**src/sv/c2p_pkg.sv**
```systemverilog
// ----------------------------------------------------------------------------
// c2p_pkg: shared types and constants
// Word formats handed between the cells of the conversion chain, the CORDIC
// arctangent table and the fixed widths of the block.
// ----------------------------------------------------------------------------
package c2p_pkg;

   // Field widths
   localparam int DW = 32;              // input and output fields
   localparam int WW = 64;              // wide datapath (squares, products)
   localparam int ZW = 34;              // angle accumulator
   localparam int MRW = 17;             // min_range register

   // Chain lengths
   localparam int ROOT_CELLS = 32;      // one result bit of the square root each
   localparam int DIV_CELLS = 33;       // one quotient bit each
   localparam int PRE_SHIFT = 29;       // 61 - DW, headroom for the CORDIC gain

   // Register map
   localparam logic REG_MIN_RANGE = 1'b0;
   localparam logic [MRW-1:0] MIN_RANGE_RESET = 17'd66;

   // Angles in Q3.29 radians
   localparam logic [DW-1:0] PI_Q29 = 32'd1686629713;

   localparam logic [DW-1:0] ATAN_TAB [ROOT_CELLS] = '{
      32'd421657428, 32'd248918915, 32'd131521918, 32'd66762579,
      32'd33510843,  32'd16771758,  32'd8387925,   32'd4194219,
      32'd2097141,   32'd1048575,   32'd524288,    32'd262144,
      32'd131072,    32'd65536,     32'd32768,     32'd16384,
      32'd8192,      32'd4096,      32'd2048,      32'd1024,
      32'd512,       32'd256,       32'd128,       32'd64,
      32'd32,        32'd16,        32'd8,         32'd4,
      32'd2,         32'd1,         32'd0,         32'd0
   };

   // Word moving through the root / CORDIC cells
   typedef struct packed {
      logic [WW-1:0]        rad;    // square-root remainder
      logic [WW-1:0]        root;   // square-root partial result
      logic signed [WW-1:0] cx;     // CORDIC x
      logic signed [WW-1:0] cy;     // CORDIC y
      logic signed [ZW-1:0] cz;     // CORDIC angle
      logic                 zero;   // both coordinates zero
      logic [WW-1:0]        dot;    // |px*vx + py*vy|
      logic                 neg;    // sign of the dot product
   } root_word_type;

   // Word moving through the divider cells
   typedef struct packed {
      logic [DW:0]          rem;    // partial remainder
      logic [DW:0]          quo;    // quotient bits
      logic [WW-1:0]        dvd;    // dividend
      logic [DW-1:0]        dvs;    // divisor (clamped range)
      logic                 ovf;    // quotient beyond 33 bits
      logic                 neg;
      logic [DW-1:0]        rng;
      logic signed [DW-1:0] brg;
   } div_word_type;

   // Result word
   typedef struct packed {
      logic [DW-1:0]        rng;
      logic signed [DW-1:0] brg;
      logic signed [DW-1:0] rate;
      logic                 sat;
   } result_type;

endpackage

```
**src/sv/c2p_div_cell.sv**
```systemverilog
// ----------------------------------------------------------------------------
// c2p_div_cell: one cell of the restoring divider chain
// Shifts in one dividend bit and settles one quotient bit.
// ----------------------------------------------------------------------------
module c2p_div_cell #(
   parameter int BIT = 0
) (
   input  logic                  clock,
   input  logic                  reset,
   input  logic                  en,
   input  logic                  in_valid,
   input  c2p_pkg::div_word_type in_word,
   output logic                  out_valid,
   output c2p_pkg::div_word_type out_word
);
   import c2p_pkg::*;

   logic          valid_ff;
   div_word_type  word_ff, word_in;
   logic [DW:0]   part;

   always_comb begin
      word_in = in_word;
      part = {in_word.rem[DW-1:0], in_word.dvd[BIT]};
      if (part >= {1'b0, in_word.dvs}) begin
         word_in.rem = part - {1'b0, in_word.dvs};
         word_in.quo[BIT] = 1'b1;
      end else begin
         word_in.rem = part;
         word_in.quo[BIT] = 1'b0;
      end
   end

   always_ff @(posedge clock) begin
      if (reset) begin
         valid_ff <= 1'b0;
      end else if (en) begin
         valid_ff <= in_valid;
      end
      if (en) begin
         word_ff <= word_in;
      end
   end

   assign out_valid = valid_ff;
   assign out_word  = word_ff;

endmodule

```
**config.mk**
```make
export PLATFORM = sky130hd
export DESIGN_NAME = c2p_div_cell
export DESIGN_NICKNAME = d
export VERILOG_FILES = /design/src/sv/c2p_pkg.sv /design/src/sv/c2p_div_cell.sv
export SDC_FILE = /design/constraint.sdc
export NUM_CORES = 1
export LEC_CHECK = 0
export BUFFER_PORTS_ARGS = -buffer_cell sky130_fd_sc_hd__clkbuf_2
export CORE_MARGIN = 4
export CORE_UTILIZATION = 29
export CTS_BUF_LIST = sky130_fd_sc_hd__clkbuf_8
export CTS_CLUSTER_SIZE = 16
export DETAILED_ROUTE_END_ITERATION = 12
export HOLD_SLACK_MARGIN = 0.1
export SETUP_SLACK_MARGIN = 0.3
export SLEW_MARGIN = 20
export SYNTH_ARGS = -nofsm -noshare
export SYNTH_HDL_FRONTEND = slang
export SYNTH_SLANG_ARGS = --single-unit
```
**constraint.sdc**
```tcl
create_clock -name clock -period 3.1 [get_ports clock]
set_clock_uncertainty 0.05 [all_clocks]
set_input_delay 0.62 -clock clock [delete_from_list [all_inputs] [get_ports clock]]
set_output_delay 0.62 -clock clock [all_outputs]
set_load 0.03 [all_outputs]
```
==> impl_metrics.prom <==
# TYPE chip_impl_metric gauge
chip_impl_metric{name="globalRouteMet2Util",unit=""} 0.3173
chip_impl_metric{name="cts_hold_buffers",unit=""} 0
chip_impl_metric{name="met1_usage",unit=""} 0.1754
chip_impl_metric{name="vias",unit=""} 7082
chip_impl_metric{name="grt_antenna_before_repair",unit=""} 8
chip_impl_metric{name="die_width",unit="um"} 187.1
chip_impl_metric{name="finalWeightedCongestion",unit=""} 0.8714
chip_impl_metric{name="timing_worst_slew_pin_value",unit="ns"} 0.4471
chip_impl_metric{name="ys_ff_latch",unit=""} 229
chip_impl_metric{name="timing.fmax",unit="GHz"} 0.3839
chip_impl_info{name="synthDominantAreaCellType",value="sky130_fd_sc_hd__edfxtp_1"} 1
chip_impl_info{name="criticalPathCategory",value="in -> reg"} 1
chip_impl_metric{name="post_drt_via_cell_ratio",unit=""} 4.508
chip_impl_metric{name="power_report.internal_total",unit="uW"} 5752
chip_impl_info{name="status",value="complete, no violations"} 1
chip_impl_metric{name="clock_tree.buffer_depth",unit=""} 3
chip_impl_metric{name="final_antenna_diode_count",unit=""} 0
chip_impl_metric{name="grt-ovfl-total",unit=""} 0
chip_impl_metric{name="critical_path.max_fanout",unit=""} 4
chip_impl_metric{name="timing.hold.ws",unit="ns"} 0.1904
chip_impl_metric{name="final_cell_area",unit="um^2"} 13220
chip_impl_metric{name="worst-endpoint-required",unit="ns"} 3.35
chip_impl_metric{name="clkPwrFrac",unit=""} 0.325
chip_impl_metric{name="i_o_buffers",unit=""} 458
chip_impl_metric{name="source_to_sink_clock_delay_at_the_later_pin_of_the_worst_skew_pair",unit="ns"} 0.53
chip_impl_metric{name="cpPeakStageDelay",unit="ns"} 0.36
chip_impl_info{name="synthTopCellsByCount",value="sky130_fd_sc_hd__edfxtp_1, sky130_fd_sc_hd__nand2_1, sky130_fd_sc_hd__o21ai_0"} 1
chip_impl_metric{name="synth_largest_type_area_fraction",unit=""} 0.7357
chip_impl_metric{name="initialDrtViolationCount",unit=""} 391
chip_impl_metric{name="setup_violations",unit=""} 0
chip_impl_metric{name="post_drt_wl_per_cell",unit="um"} 20.18
chip_impl_metric{name="grt_max_degree",unit=""} 72
chip_impl_metric{name="grtUsageMet3",unit=""} 0.07428
chip_impl_info{name="hp-class",value="in -> reg"} 1
chip_impl_metric{name="power_switching_share",unit=""} 0.3082
chip_impl_metric{name="final_hold_viol_count",unit=""} 0
chip_impl_metric{name="seq_area_frac_synth",unit=""} 0.7378
chip_impl_metric{name="postCtsSetupBuffers",unit=""} 0
chip_impl_metric{name="row_count",unit=""} 65
chip_impl_metric{name="async_set_or_reset_register_ratio_after_synthesis",unit=""} 0
chip_impl_metric{name="fp.coreArea",unit="um^2"} 31640
chip_impl_metric{name="postSynthAreaPerCell",unit="um^2"} 15.33
chip_impl_metric{name="grt_pass1_wl",unit="mm"} 45.92
chip_impl_metric{name="maxSlewHeadroom",unit=""} 0.6987
chip_impl_metric{name="grtUsageTotal",unit=""} 0.1733
chip_impl_metric{name="arrival",unit="ns"} 2.85
chip_impl_info{name="slowest_stage",value="sky130_fd_sc_hd__a2111oi_2"} 1
chip_impl_info{name="critical_path.startpoint_type",value="input pin"} 1
chip_impl_metric{name="drc_errors",unit=""} 0
chip_impl_metric{name="synth_enable_flop_cells",unit=""} 228
chip_impl_metric{name="peakVddDrop",unit="V"} 0.0003626
chip_impl_metric{name="area_added_between_synthesis_and_finish",unit="%"} 42.04
chip_impl_metric{name="numCtsBuffers",unit=""} 41
chip_impl_info{name="hold_path_end",value="out_word[130]"} 1
chip_impl_metric{name="proportion_of_layout_cells_with_a_drive_suffix_above_1",unit=""} 0.4936
chip_impl_metric{name="seqPwrFrac",unit=""} 0.460
chip_impl_metric{name="number_of_cells_on_the_worst_reg_to_reg_path",unit=""} 2
chip_impl_metric{name="hold_depth",unit=""} 1
chip_impl_metric{name="layout.nets",unit=""} 1406
chip_impl_info{name="cts_tree",value="done"} 1
chip_impl_info{name="grt_setup_unrepaired",value="no"} 1
chip_impl_metric{name="pwr-share-comb",unit=""} 0.215
chip_impl_metric{name="period_share",unit=""} 0.8402
chip_impl_metric{name="route.antenna.remaining_nets",unit=""} 0
chip_impl_info{name="synth_most_common_cell",value="sky130_fd_sc_hd__edfxtp_1"} 1
chip_impl_info{name="global_route.peak_usage_layer",value="met2"} 1
chip_impl_metric{name="die_area",unit="um^2"} 35020
chip_impl_metric{name="yosys_synthesis_warning_count",unit=""} 0
chip_impl_info{name="postSynth.topFlopCell",value="sky130_fd_sc_hd__edfxtp_1"} 1
chip_impl_metric{name="cts-htree-levels",unit=""} 2
chip_impl_metric{name="syn-cell-area",unit="um^2"} 9306
chip_impl_info{name="r2r-end",value="out_valid"} 1
chip_impl_info{name="cts_root_buf",value="sky130_fd_sc_hd__clkbuf_8"} 1
chip_impl_metric{name="fin_util",unit=""} 0.4178
chip_impl_metric{name="mappedNetlistNets",unit=""} 872
chip_impl_metric{name="number_of_maximum_capacitance_constraint_violations",unit=""} 0
chip_impl_metric{name="rrSetupSlack",unit="ns"} 2.45
chip_impl_metric{name="p_per_area",unit="nW/um^2"} 629.0
chip_impl_metric{name="start_util",unit=""} 0.2942
chip_impl_info{name="reg2reg_from",value="out_valid"} 1
chip_impl_metric{name="power.net_switching",unit="uW"} 2563
chip_impl_metric{name="ioPinCount",unit=""} 461
chip_impl_metric{name="power.leakage",unit="uW"} 0.006022
chip_impl_metric{name="post_dp_cell_area",unit="um^2"} 12450
chip_impl_metric{name="final_critical_path_time_including_i_o_delays_and_setup",unit="ns"} 2.605
chip_impl_metric{name="ys_types",unit=""} 61
chip_impl_info{name="hold_sp",value="in_word[130]"} 1
chip_impl_metric{name="drtPass1Iterations",unit=""} 4
chip_impl_metric{name="synth_cells",unit=""} 607
chip_impl_info{name="end_kind",value="flip-flop"} 1
chip_impl_metric{name="num_clock_sinks",unit=""} 229
chip_impl_metric{name="final_max_slew_viols",unit=""} 0
chip_impl_metric{name="die_height",unit="um"} 187.1
chip_impl_metric{name="fill_cells",unit=""} 3046
chip_impl_info{name="post_synth_main_area_contributors",value="sky130_fd_sc_hd__edfxtp_1, sky130_fd_sc_hd__ha_1, sky130_fd_sc_hd__o21ai_0"} 1
chip_impl_info{name="cp_cell_sequence",value="clkbuf_2, inv_1, ha_1, fa_2, nor2b_1, o21bai_1, nand2_1, a211oi_2, a2111oi_2, o21ai_2, o21ai_1, mux2_2"} 1
chip_impl_metric{name="routed_wirelength",unit="mm"} 31.71
chip_impl_metric{name="via_count_of_the_first_global_routing_pass",unit=""} 7359
chip_impl_metric{name="detailedPlacementHpwl",unit="mm"} 25.26
chip_impl_metric{name="cts.clk_slew.worst_paths",unit="ns"} 0.06
## cell type report
type                       count  area, um^2  share of cell area
clock buffer                  45       619.3             0.04685
timing repair buffer         506        2725              0.2062
sequential                   229        6867              0.5195
clock inverter                26       145.1             0.01098
tap                          402       503.0             0.03805
inverter                      39       146.4             0.01107
multi-input combinational    324        2213              0.1674
## worst max-delay path: cells and delay by family
kind	cells	cell delay (ns)
AOI/OAI and AO/OA	5	0.91
adders and majority gates	2	0.55
muxes	1	0.35
and+or+nand+nor	2	0.28
buffers and inverters	2	0.14
## layout by cell type (no fill, tap or decap), types with 2 or more instances in the layout
cell,count
sky130_fd_sc_hd__a211oi_1,6
sky130_fd_sc_hd__a21boi_0,2
sky130_fd_sc_hd__a21o_1,19
sky130_fd_sc_hd__a21oi_1,26
sky130_fd_sc_hd__a31oi_1,2
sky130_fd_sc_hd__and2_1,6
sky130_fd_sc_hd__and3_1,3
sky130_fd_sc_hd__buf_12,5
sky130_fd_sc_hd__buf_4,43
sky130_fd_sc_hd__clkbuf_2,457
sky130_fd_sc_hd__clkbuf_8,45
sky130_fd_sc_hd__clkinv_1,8
sky130_fd_sc_hd__clkinv_2,4
sky130_fd_sc_hd__edfxtp_1,228
sky130_fd_sc_hd__ha_1,32
sky130_fd_sc_hd__inv_1,48
sky130_fd_sc_hd__nand2_1,57
sky130_fd_sc_hd__nand2b_1,8
sky130_fd_sc_hd__nand3_1,8
sky130_fd_sc_hd__nand4_1,4
sky130_fd_sc_hd__nor2_1,21
sky130_fd_sc_hd__nor2b_1,4
sky130_fd_sc_hd__nor3_1,3
sky130_fd_sc_hd__nor3b_1,3
sky130_fd_sc_hd__nor4_1,2
sky130_fd_sc_hd__o211a_1,2
sky130_fd_sc_hd__o211ai_1,3
sky130_fd_sc_hd__o21a_1,5
sky130_fd_sc_hd__o21ai_0,43
sky130_fd_sc_hd__o21ai_1,6
sky130_fd_sc_hd__o21ai_2,2
sky130_fd_sc_hd__o21bai_1,3
sky130_fd_sc_hd__xnor2_1,9
sky130_fd_sc_hd__xor2_1,18
## routing by layer
metal  up-vias  routed length [um]  part of all wire
met5         -                  75            0.0024
met4        14                1112             0.035
met3        75                3160              0.10
met2       280               16270              0.51
met1      3355               11090              0.35
li1       3358                   -                 -
## power groups by stage
stage	clock (uW)	combinational, uW	sequential [uW]
finish	2700	1790	3830
floorplan	0	458	4480
detailed placement	0	1810	3890
CTS	2820	1820	3830
global placement	0	1800	3880
global route	2970	1910	3850
## cells by family after synthesis
logic type	synth area share
xor gates and xnor gates	0.02541
muxes	0.002286
AOI/OAI and AO/OA	0.1000
buffers and inverters	0.02487
DFF	0.7378
adders and majority gates	0.04517
and+or+nand+nor	0.06440
## flip-flops by register name (all words and copies together), names as in the netlist
| register | cells |
|---|---|
| out_valid | 1 |
| out_word | 228 |
## how the worst max path moves through the flow
stage / from / end / slack, ns
after floorplan: in_word[98] / out_word[227] / 0.27
after global placement: in_word[98] / out_word[227] / -0.10
after detailed placement: in_word[98] / out_word[227] / -0.11
after CTS: in_word[98] / out_word[227] / 0.49
after global routing: in_word[79] / out_word[223] / 0.33
final: in_word[98] / out_word[227] / 0.50
## repair_timing
action	in CTS	in global routing
hold endpoints to repair	0	0
resized for setup	0	1
endpoints found under the setup margin	0	1
## metrics by stage
stage	cells	setup slack (ns)	power [uW]	setup TNS (ns)
finish	1571	0.4953	8314	0
detailed placement	1500	-0.1092	5701	-0.5615
CTS	1571	0.4910	8470	0
global placement	1500	-0.1047	5683	-0.3524
global route	1571	0.3343	8736	0
floorplan	607	0.2656	4938	0
Power figures use the tool's default switching activity.
