<file path="src/sv/c2p_pkg.sv">
// ----------------------------------------------------------------------------
// c2p_pkg: shared types and constants
// Word formats handed between the cells of the conversion chain, the CORDIC
// arctangent table and the fixed widths of the block.
// ----------------------------------------------------------------------------
package c2p_pkg;

   // Field widths
   localparam int DW = 32;              // input and output fields
   localparam int WW = 64;              // wide datapath (squares, products)
   localparam int ZW = 34;              // angle accumulator
   localparam int MRW = 17;             // min_range register

   // Chain lengths
   localparam int ROOT_CELLS = 32;      // one result bit of the square root each
   localparam int DIV_CELLS = 33;       // one quotient bit each
   localparam int PRE_SHIFT = 29;       // 61 - DW, headroom for the CORDIC gain

   // Register map
   localparam logic REG_MIN_RANGE = 1'b0;
   localparam logic [MRW-1:0] MIN_RANGE_RESET = 17'd66;

   // Angles in Q3.29 radians
   localparam logic [DW-1:0] PI_Q29 = 32'd1686629713;

   localparam logic [DW-1:0] ATAN_TAB [ROOT_CELLS] = '{
      32'd421657428, 32'd248918915, 32'd131521918, 32'd66762579,
      32'd33510843,  32'd16771758,  32'd8387925,   32'd4194219,
      32'd2097141,   32'd1048575,   32'd524288,    32'd262144,
      32'd131072,    32'd65536,     32'd32768,     32'd16384,
      32'd8192,      32'd4096,      32'd2048,      32'd1024,
      32'd512,       32'd256,       32'd128,       32'd64,
      32'd32,        32'd16,        32'd8,         32'd4,
      32'd2,         32'd1,         32'd0,         32'd0
   };

   // Word moving through the root / CORDIC cells
   typedef struct packed {
      logic [WW-1:0]        rad;    // square-root remainder
      logic [WW-1:0]        root;   // square-root partial result
      logic signed [WW-1:0] cx;     // CORDIC x
      logic signed [WW-1:0] cy;     // CORDIC y
      logic signed [ZW-1:0] cz;     // CORDIC angle
      logic                 zero;   // both coordinates zero
      logic [WW-1:0]        dot;    // |px*vx + py*vy|
      logic                 neg;    // sign of the dot product
   } root_word_type;

   // Word moving through the divider cells
   typedef struct packed {
      logic [DW:0]          rem;    // partial remainder
      logic [DW:0]          quo;    // quotient bits
      logic [WW-1:0]        dvd;    // dividend
      logic [DW-1:0]        dvs;    // divisor (clamped range)
      logic                 ovf;    // quotient beyond 33 bits
      logic                 neg;
      logic [DW-1:0]        rng;
      logic signed [DW-1:0] brg;
   } div_word_type;

   // Result word
   typedef struct packed {
      logic [DW-1:0]        rng;
      logic signed [DW-1:0] brg;
      logic signed [DW-1:0] rate;
      logic                 sat;
   } result_type;

endpackage

</file>
<file path="src/sv/c2p_root_cell.sv">
// ----------------------------------------------------------------------------
// c2p_root_cell: one cell of the root / CORDIC chain
// Settles one bit of the square root and, when enabled, does one vectoring
// CORDIC rotation with a fixed shift.
// ----------------------------------------------------------------------------
module c2p_root_cell #(
   parameter int STEP   = 0,
   parameter bit ROTATE = 1'b1
) (
   input  logic                   clock,
   input  logic                   reset,
   input  logic                   en,
   input  logic                   in_valid,
   input  c2p_pkg::root_word_type in_word,
   output logic                   out_valid,
   output c2p_pkg::root_word_type out_word
);
   import c2p_pkg::*;

   localparam logic [WW-1:0] BIT_VAL = WW'(1) << (WW - 2 - 2 * STEP);

   logic                 valid_ff;
   root_word_type        word_ff, word_in;
   logic [WW-1:0]        trial;
   logic signed [WW-1:0] dx, dy;
   logic signed [ZW-1:0] ang;

   always_comb begin
      word_in = in_word;
      trial = in_word.root + BIT_VAL;
      dx = $signed(in_word.cx) >>> STEP;
      dy = $signed(in_word.cy) >>> STEP;
      ang = $signed({2'b00, ATAN_TAB[STEP]});
      // square root bit
      if (in_word.rad >= trial) begin
         word_in.rad  = in_word.rad - trial;
         word_in.root = (in_word.root >> 1) + BIT_VAL;
      end else begin
         word_in.root = in_word.root >> 1;
      end
      // rotate toward the x axis
      if (ROTATE) begin
         if (!in_word.cy[WW-1]) begin
            word_in.cx = in_word.cx + dy;
            word_in.cy = in_word.cy - dx;
            word_in.cz = in_word.cz + ang;
         end else begin
            word_in.cx = in_word.cx - dy;
            word_in.cy = in_word.cy + dx;
            word_in.cz = in_word.cz - ang;
         end
      end
   end

   always_ff @(posedge clock) begin
      if (reset) begin
         valid_ff <= 1'b0;
      end else if (en) begin
         valid_ff <= in_valid;
      end
      if (en) begin
         word_ff <= word_in;
      end
   end

   assign out_valid = valid_ff;
   assign out_word  = word_ff;

endmodule

</file>
<file path="config.mk">
export PLATFORM = sky130hd
export DESIGN_NAME = c2p_root_cell
export DESIGN_NICKNAME = d
export VERILOG_FILES = /design/src/sv/c2p_pkg.sv /design/src/sv/c2p_root_cell.sv
export SDC_FILE = /design/constraint.sdc
export NUM_CORES = 1
export LEC_CHECK = 0
export BUFFER_PORTS_ARGS = -buffer_cell sky130_fd_sc_hd__buf_4
export CORE_MARGIN = 8
export CORE_UTILIZATION = 39
export CTS_CLUSTER_SIZE = 20
export DETAILED_ROUTE_END_ITERATION = 6
export PLACE_DENSITY = 0.66
export SLEW_MARGIN = 0
export SYNTH_ARGS = -nofsm -noshare
export SYNTH_HDL_FRONTEND = slang
export SYNTH_SLANG_ARGS = --single-unit
</file>
<file path="constraint.sdc">
create_clock -name clock -period 4.38 [get_ports clock]
set_clock_uncertainty 0.05 [all_clocks]
set_input_delay 0.219 -clock clock [delete_from_list [all_inputs] [get_ports clock]]
set_output_delay 0.219 -clock clock [all_outputs]
set_load 0.01 [all_outputs]
</file>
==> flow_summary.ini, run 1 <==
[worst_setup_path]
cp_max_fo = 6
reg2reg_from = out_valid
cp-endpoint = out_word[154]
cp_num_cells = 17
cp_top_family = compound AO/OA/AOI/OAI gates
cp_cell_sequence = dlygate4sd3_1 > buf_4 > ha_1 > fa_1 > nand2b_1 > a211o_1 > and3b_1 > o21a_1 > a21o_1 > a21oi_1 > a21oi_1 > o21ai_1 > buf_4 > inv_1 > o21ai_0 > o21ai_0 > xnor2_1
cp_slowest_cell = dlygate4sd3_1
worst_setup_path_start_kind = input pin
reg2reg_slack_ps = 3170
critical-path-max-stage-delay_ps = 540
end_kind = register
regToRegEndpoint = out_valid
cp_data_required_time_ps = 4710
crit_arrival_ps = 4580
path_class = in2reg
r2r_cells = 3
worstSetupStartpoint = in_word[164]
crit_buf_inv = 4

[timing]
rsz0062_at_grt = no
fin_crit_sh_pct = 97.1
worst_slack_ps = 125
slew_headroom_pct = 35.5
hold_viol = 0
finalSetupTns_ps = 0
maxSlewViolCount = 0
fmax_mhz = 235
finalSetupViolCount = 0
worst_slew_pin_slew_ps = 967
layout_min_cycle_time_ps = 4250

[floorplan]
die_area_sq_um = 81500
rows = 99
initial_core_util_pct = 39.1
die-height_um = 285
core-area_sq_um = 72500
fp.dieW_um = 285
num_io_pins = 717

[placed_design]
dp.cells = 4733
pre_cts_slack_ps = 14.0
gp_congestion = 0.977
numPortBuffers = 716
hpwlAfterDp_mm = 94.3

[cells_and_area]
nets = 4683
regArea_sq_um = 10700
multi_input_area_sq_um = 16000
drive_gt1_share_pct = 23.0
finalNonFillerCells = 5021
fillers = 6460
syn_to_final_growth_pct = 36.2
utilization_pct = 53.2

[cts]
clkTransAtPathRegs_ps = 70
tritoncts.num_buffers = 43
cts_tree = done
htreeDepth = 2
clk_latency_ps = 580
cts_setup_buffers = 0
clock_path_buffers = 3
cts_sinks = 356
cts_root_buf = clkbuf_16

[synthesis]
ys_types = 82
ys_top_cells_by_count = 403 x a21oi_1, 355 x edfxtp_1, 301 x ha_1
synth_top_area_share_pct = 37.6
synth_seq_cells = 356
yosysTopAreaCell = edfxtp_1
synth_nets = 3752
synthCells = 3086
synth_edf_count = 355
netlist_area_sq_um = 28300
yosys_warnings = 0
yosys_most_used_dff = edfxtp_1
synth_most_common_cell = a21oi_1
ys_top_cells_by_area = edfxtp_1 38%, ha_1 13%, a21oi_1 7.1%, xnor2_1 5.1%, inv_1 3.8%
ys_async_sr_fraction_pct = 0
syn_avg_cell_area_sq_um = 9.18
yosysSeqAreaShare_pct = 37.7

[grt]
grt_antenna_before_repair = 13
grt_max_degree = 98
grt.total_usage_pct = 27.3
grt_pass1_vias = 27300
grt_pass1_wl_mm = 174
overflow = 0

[pwr]
p_per_area_nw_per_um2 = 333
fin_total_pwr_mw = 12.8
power_leakage_nw = 17.3
ir_drop_uv = 284

[routing]
num_vias = 27900
drt-wirelength-per-cell_um = 23.6
postRouteWirelength_mm = 119
drc = 0
drt_iter0_drc = 2623
first_pass_iters = 6
vias_per_cell = 5.55
antenna_left = 0

[worst_hold_path]
hp-class = in2reg

[outcome]
status = completed

[job]
max_cap_violations = 0
[registers in the layout, indices dropped and copies added (netlist names)]
| register | count |
|---|---|
| out_word | 355 |
| out_valid | 1 |
[cell usage in the layout, fill, tap and decap left out, drive strengths merged, types with 28 or more instances in the layout]
| cell type | Yosys | final |
|---|---|---|
| a31oi | 30 | 30 |
| ha | 301 | 301 |
| nand3 | 31 | 31 |
| o21bai | 75 | 75 |
| nor2b | 32 | 32 |
| nor2 | 257 | 257 |
| mux2i | 42 | 42 |
| inv | 288 | 294 |
| a21oi | 404 | 404 |
| o31ai | 28 | 28 |
| xnor2 | 164 | 164 |
| dlygate4sd3 | 0 | 198 |
| edfxtp | 355 | 355 |
| a21o | 96 | 96 |
| clkbuf | 72 | 48 |
| o21ai | 187 | 187 |
| nor4 | 28 | 28 |
| nand2 | 181 | 181 |
| xor2 | 48 | 48 |
| nand4 | 52 | 52 |
| buf | 50 | 810 |
| nor3 | 41 | 41 |
| o21a | 30 | 30 |
[per-stage QoR]
| step | instance area, sq um | hold WS, ps |
|---|---|---|
| 4_1_cts | 38500 | 8.96 |
| 6_report | 38600 | 28.5 |
| 5_1_grt | 38600 | 21.2 |
| 3_3_place_gp | 35200 | 325 |
| 2_1_floorplan | 28300 | 241 |
| 3_5_place_dp | 35200 | 339 |
[logic make-up after synthesis]
kind of cell	Yosys count	share of synthesized area, %
AO/OA/AOI/OAI	1016	22.3
AND/OR/NAND/NOR	720	11.9
buffers and inverters	416	5.66
flip-flops	356	37.7
adder cells (fa/ha/maj)	306	13.7
XOR/XNOR	212	6.56
multiplexers	60	2.20
[tightest hold or removal path: stages]
cell,delay (ps)
buf_4,110
nor2_1,90
a21oi_1,70
[cell type report]
cell class	instances	area share, %
sequential	356	27.7
antenna	11	0.0714
tap	959	3.11
timing repair buffer	1008	21.1
inverter	294	2.87
multi-input combinational	2314	41.6
clock inverter	31	0.720
clock buffer	48	2.84
[routing by layer]
layer	up-vias	track usage, %	part of all wire, %
met2	1232	47.8	49
met1	13400	33.4	40
met4	6	8.58	3.3
met3	180	5.86	7.5
met5	-	0	0.033
li1	13000	-	-
[report_power, final]
group	internal [mW]	switching [mW]
combinational	2.01	2.71
clock	2.01	1.57
sequential	4.35	0.192
[how the worst min path moves through the flow]
stage / end / startpoint / slack (ps) / cells after the start
5_1_grt: out_word[314] / in_word[314] / 20 / 3
3_5_place_dp: out_valid / reset / 340 / 2
2_1_floorplan: out_valid / reset / 240 / 1
3_3_place_gp: out_valid / reset / 330 / 2
4_1_cts: out_word[314] / in_word[314] / 9 / 3
6_report: out_word[314] / in_word[314] / 30 / 3
[timing repair]
item	in CTS	in global routing
setup endpoints to repair	0	5
hold endpoints to repair	199	0
hold buffers	198	0
gates resized for setup	0	1
No activity file was read; power rests on OpenSTA's default activity.
==> inputs of run 2 (changes only) <==
--- a/config.mk
+++ b/config.mk
@@ -6,12 +6,11 @@
 export NUM_CORES = 1
 export LEC_CHECK = 0
 export BUFFER_PORTS_ARGS = -buffer_cell sky130_fd_sc_hd__buf_4
-export CORE_MARGIN = 8
-export CORE_UTILIZATION = 39
+export CORE_AREA = 2 2 281 283
 export CTS_CLUSTER_SIZE = 20
 export DETAILED_ROUTE_END_ITERATION = 6
-export PLACE_DENSITY = 0.66
-export SLEW_MARGIN = 0
+export DIE_AREA = 0 0 283 285
+export PLACE_DENSITY = 0.63
 export SYNTH_ARGS = -nofsm -noshare
 export SYNTH_HDL_FRONTEND = slang
 export SYNTH_SLANG_ARGS = --single-unit
==> flow_summary.ini, run 2 (synthesis results as in run 1) <==
[worst_setup_path]
path_class = in2reg
cp_top_family = compound AO/OA/AOI/OAI gates
worst_setup_path_start_kind = input pin
cp_slowest_cell = dlygate4sd3_1
r2r_cells = 3
end_kind = register
cp_cell_sequence = dlygate4sd3_1 > buf_4 > ha_1 > fa_1 > nand2b_1 > a211o_1 > and3b_1 > o21a_1 > a21o_1 > a21oi_1 > a21oi_1 > o21ai_1 > buf_4 > buf_4 > a21oi_1 > nand2b_1 > o2bb2ai_1 > xnor2_1
crit_buf_inv = 4
critical-path-max-stage-delay_ps = 540
cp_max_fo = 5
cp_data_required_time_ps = 4670
crit_arrival_ps = 4570
cp_num_cells = 18

[routing]
num_vias = 27600
first_pass_iters = 6
antenna_left = 0
drt_iter0_drc = 2281
drt-wirelength-per-cell_um = 22.4
drc = 0
vias_per_cell = 5.41
postRouteWirelength_mm = 114

[floorplan]
die-height_um = 285
core-area_sq_um = 78000
num_io_pins = 717
rows = 103
die_area_sq_um = 80700
fp.dieW_um = 283
initial_core_util_pct = 36.3

[cells_and_area]
drive_gt1_share_pct = 22.9
final_common_cell = buf_4
fin_area_sq_um = 38600
regArea_sq_um = 10700
nets = 4681
finalNonFillerCells = 5104
utilization_pct = 49.6
final_cell_mix = 802 x buf_4, 403 x a21oi_1, 355 x edfxtp_1, 301 x ha_1, 287 x inv_1
multi_input_area_sq_um = 16000
fillers = 7219
syn_to_final_growth_pct = 36.5
largest_register_ffs = 355

[worst_hold_path]
hp-class = in2reg
worst_hold_path.num_cells = 3

[cts]
cts_sinks = 356
cts_root_buf = clkbuf_16
tritoncts.num_buffers = 44
clock_path_buffers = 3
htreeDepth = 2
cts_tree = done
clk_latency_ps = 590
clkTransAtPathRegs_ps = 60

[timing]
worst_slew_pin_slew_ps = 1010
maxSlewViolCount = 0
layout_min_cycle_time_ps = 4280
hold_viol = 0
slew_headroom_pct = 32.7
finalSetupTns_ps = 0
finalSetupViolCount = 0
fin_crit_sh_pct = 97.7
rsz0062_at_grt = no
fmax_mhz = 234

[pwr]
power_leakage_nw = 17.3
fin_total_pwr_mw = 12.8
ir_drop_uv = 249
p_per_area_nw_per_um2 = 332

[grt]
grt_antenna_before_repair = 7
grt_pass1_wl_mm = 168
overflow = 0
grt_max_degree = 104
grt_pass1_vias = 26900
grt.total_usage_pct = 27.0

[job]
max_cap_violations = 0

[placed_design]
hpwlAfterDp_mm = 90.3
place_area_sq_um = 35300
gp_congestion = 0.988
numPortBuffers = 716
dp.cells = 4821

[outcome]
status = completed
-- run 2: cell count changes in the layout (fill, tap and decap cells not counted), sizes merged --
cell    before  now
diode       11    4
buf        810  807
clkbuf      48   51
inv        294  292
clkinv      25   26
-- run 2: worst min-delay path: cells and delay by family --
kind	cells	cell delay [ps]
AO/OA/AOI/OAI	1	80
buffers and inverters	1	110
AND/OR/NAND/NOR	1	90
-- run 2: metal layers --
layer / global-route usage, % / share of wire, %
met2: 46.9 / 49
met4: 8.31 / 3.1
met1: 34.1 / 41
met5: 0 / 0.031
met3: 4.68 / 7.1
-- run 2: what timing repair did --
action,in CTS,in global routing
setup endpoints to repair,0,2
gates resized for setup,0,1
hold buffers,198,0
hold endpoints to repair,199,0
buffers inserted,0,0
-- run 2: worst paths after layout --
path | startpoint | end | slack [ps]
setup / recovery | in_word[164] | out_word[162] | 100
hold / removal | in_word[325] | out_word[325] | 40
setup reg to reg | out_valid | out_valid | 3190
hold reg to reg | out_valid | out_valid | 1010
-- run 2: report_power, final --
part	switching [mW]	internal (mW)	leakage (nW)
logic	2.66	1.99	13.1
clock network	1.58	2.04	0.684
registers	0.187	4.35	3.48
-- run 2: final cells by class --
cell class              count  share of cell area (%)
repair buffers           1005                    21.0
inverters                 294                    2.86
well taps                1050                    3.40
clock buffers              51                    2.92
diodes                      4                  0.0259
clock inverters            30                   0.699
multi-input cells        2314                    41.5
flip-flops and latches    356                    27.6
-- run 2: stage by stage --
step,hold WS [ps],setup slack [ps]
floorplan,241,237
global placement,329,46.8
detailed placement,335,28.8
CTS,6.65,106
global route,17.1,16.4
finish,40.9,102
==> inputs of run 3 (changes only) <==
==> config.mk (replaced) <==
export PLATFORM = sky130hd
export DESIGN_NAME = c2p_root_cell
export DESIGN_NICKNAME = d
export VERILOG_FILES = /design/src/sv/c2p_pkg.sv /design/src/sv/c2p_root_cell.sv
export SDC_FILE = /design/constraint.sdc
export NUM_CORES = 1
export LEC_CHECK = 0
export ABC_AREA = 1
export CORE_MARGIN = 1.5
export CORE_UTILIZATION = 39
export CTS_CLUSTER_SIZE = 20
export DETAILED_ROUTE_END_ITERATION = 6
export DONT_BUFFER_PORTS = 1
export PLACE_DENSITY = 0.57
export SYNTH_ARGS = -nofsm -noshare
export SYNTH_HDL_FRONTEND = slang
export SYNTH_SLANG_ARGS = --single-unit
==> flow_summary.ini, run 3 <==
[routing]
drc = 1
vias_per_cell = 5.19
postRouteWirelength_mm = 164
antenna_left = 0
first_pass_iters = 7
drt_iter0_drc = 3736
drt-wirelength-per-cell_um = 22.7
num_vias = 37500

[timing]
finalSetupTns_ps = 0
finalHoldWorstSlack_ps = 45.1
hold_viol = 0
rsz0062_at_grt = no
slew_headroom_pct = 23.8
finalSetupViolCount = 0
layout_min_cycle_time_ps = 3750
fmax_mhz = 266
fin_crit_sh_pct = 85.7
worst_slew_pin_slew_ps = 1140
maxSlewViolCount = 0

[grt]
grt_pass1_vias = 35800
grt.total_usage_pct = 33.2
overflow = 0
grt_pass1_wl_mm = 232
grt_antenna_before_repair = 9
grt_max_degree = 357

[outcome]
violations = design-rule violations
status = finished with violations

[cells_and_area]
multi_input_area_sq_um = 20700
final_cell_mix = 2120 x nand2_1, 1150 x inv_1, 431 x nor2_1, 407 x nand3_1, 355 x edfxtp_1
nets = 6619
largest_register_ffs = 355
fillers = 9823
regArea_sq_um = 10700
final_common_cell = nand2_1
syn_to_final_growth_pct = 13.7
drive_gt1_share_pct = 2.05

[synthesis]
yosys_most_used_dff = edfxtp_1
synth_seq_cells = 356
ys_top_cells_by_count = 2120 x nand2_1, 1150 x inv_1, 431 x nor2_1
synth_top_area_share_pct = 29.3
synth_top_family_by_area = simple AND/OR/NAND/NOR gates
synthMuxAreaShare_pct = 0.0551
yosysTopAreaCell = edfxtp_1
syn_avg_cell_area_sq_um = 6.30
ys_async_sr_fraction_pct = 0
synth_xor_area_share_pct = 2.53
synth_fa_ha_area_share_pct = 10.6
synth_nets = 6431
synth_most_common_cell = nand2_1
ys_top_cells_by_area = edfxtp_1 29%, nand2_1 22%, inv_1 12%, ha_1 10%, nand3_1 5.6%
synth_compound_gate_area_share_pct = 9.05
netlist_area_sq_um = 36300
ys_types = 53
synthSimpleGateAreaFrac_pct = 34.8
yosys_warnings = 0
yosysSeqAreaShare_pct = 29.4
synthCells = 5765
synth_edf_count = 355

[worst_setup_path]
critical-path-max-stage-delay_ps = 570
cp_slowest_cell = dlygate4sd3_1
cp_common_cell = nand2_2
reg2reg_from = out_valid
cp_max_fo = 37
cp_data_required_time_ps = 4720
crit_arrival_ps = 4090
crit_buf_inv = 5
path_class = in2reg
r2r_cells = 3
regToRegEndpoint = out_valid
cp_cell_sequence = dlygate4sd3_1 > inv_1 > ha_1 > fa_1 > inv_1 > nand3_1 > nand2_2 > nand2_1 > nand2_2 > nand2_2 > nand2_2 > nand2_1 > nand3_1 > nand2_1 > nand2_4 > buf_4 > o21ai_0 > dlygate4sd3_1
end_kind = register
cp_top_family = buffers and inverters
reg2reg_slack_ps = 3150
worst_setup_path_start_kind = input pin

[worst_hold_path]
hp-class = in2reg
worstHoldStart = in_word[319]
hold_path_end = out_word[319]
worst_hold_path.num_cells = 4

[cts]
cts_root_buf = clkbuf_16
cts_tree = done
cts_sinks = 356
htreeDepth = 2
clkTransAtPathRegs_ps = 60
tritoncts.num_buffers = 44
clock_path_buffers = 3
clk_latency_ps = 640
cts_setup_buffers = 0

[pwr]
ir_drop_uv = 287
p_sw_mw = 5.17
p_per_area_nw_per_um2 = 313
switching_share_pct = 40.0
power_leakage_nw = 21.7
clockPowerShare_pct = 29.9
seqPwrFrac_pct = 38.0
p_int_mw = 7.77
comb_power_share_pct = 32.1

[floorplan]
fp.dieW_um = 308
initial_core_util_pct = 39.5
die_area_sq_um = 95000
num_io_pins = 717
core-area_sq_um = 91900
rows = 111
die-height_um = 308

[job]
max_cap_violations = 0

[placed_design]
numPortBuffers = 0
hpwlAfterDp_mm = 134
gp_congestion = 1.05
[run 3: changes by cell type in the layout (fill, tap and decap cells not counted), moves of 28 or more]
cell	previous run	this run
nor2_1	256	431
nor2b_1	32	0
dlygate4sd3_1	198	239
a21o_1	96	8
xnor2_1	164	8
nand3_1	31	407
buf_4	802	3
inv_1	287	1150
o21a_1	30	2
xor2_1	48	97
nand2_1	181	2120
a21oi_1	403	312
mux2i_1	42	2
[run 3: worst max path at each step]
stage                 start       endpoint  slack [ps]  cells after the start
5_1_grt        in_word[292]  out_word[292]         380                     18
4_1_cts        in_word[292]  out_word[292]         690                     18
2_1_floorplan  in_word[163]   out_word[98]        1410                     13
3_3_place_gp   in_word[292]  out_word[326]        1110                     17
6_report       in_word[292]  out_word[292]         630                     18
3_5_place_dp   in_word[292]  out_word[336]        1050                     17
[run 3: power by group through the flow]
| stage | Sequential [mW] | Combinational, mW | Clock [mW] |
|---|---|---|---|
| floorplan | 4.71 | 2.61 | 0 |
| global placement | 4.98 | 3.80 | 0 |
| detailed placement | 4.98 | 3.79 | 0 |
| CTS | 4.91 | 4.04 | 3.95 |
| global route | 4.93 | 4.55 | 4.04 |
| finish | 4.92 | 4.15 | 3.86 |
[run 3: what timing repair did]
action	CTS	global route
hold buffers	238	3
resized for setup	0	0
setup endpoints to repair	0	0
hold endpoints to repair	674	132
[run 3: logic make-up (layout without fill, tap and decap cells)]
group                    Yosys count  in the layout
AO/OA/AOI/OAI                    611            611
XOR/XNOR                         105            105
adder cells (fa/ha/maj)          306            306
buffers and inverters           1264           1485
flip-flops                       356            356
multiplexers                       2              2
other                              0              7
AND/OR/NAND/NOR                 3121           3121
[run 3: worst min-delay path: stages]
cell and delay, ps:
ha_1 170, xor2_1 90, nand2_1 50, nand2_1 40
[run 3: metal layers]
layer	vias up	share of wire (%)	global-route usage, %
li1	18400	-	-
met1	17400	40	39.9
met2	1463	47	57.0
met3	287	6.7	4.93
met4	2	5.9	18.1
met5	-	0.0043	0
[run 3: area by class of cell]
| class | count | share of cell area [%] |
|---|---|---|
| Multi-Input combinational cell | 4145 | 50.2 |
| Timing Repair Buffer | 244 | 5.98 |
| Inverter | 1162 | 10.6 |
| Clock inverter | 31 | 0.869 |
| Sequential cell | 356 | 25.8 |
| Clock buffer | 48 | 2.73 |
| Tap cell | 1243 | 3.76 |
| Antenna cell | 7 | 0.0424 |
[run 3: metrics by stage]
step                      power (mW)  worst slack, ps  area, sq um  utilization (%)  std cells
after floorplan                 7.32             1410        36300                -       5765
after global placement          8.78             1110        37400             40.6       6909
after detailed placement        8.77             1050        37400             40.6       6909
after CTS                       12.9              687        41300             44.9       7226
after global routing            13.5              385        41300             44.9       7234
final                           12.9              627        41300             44.9       7236
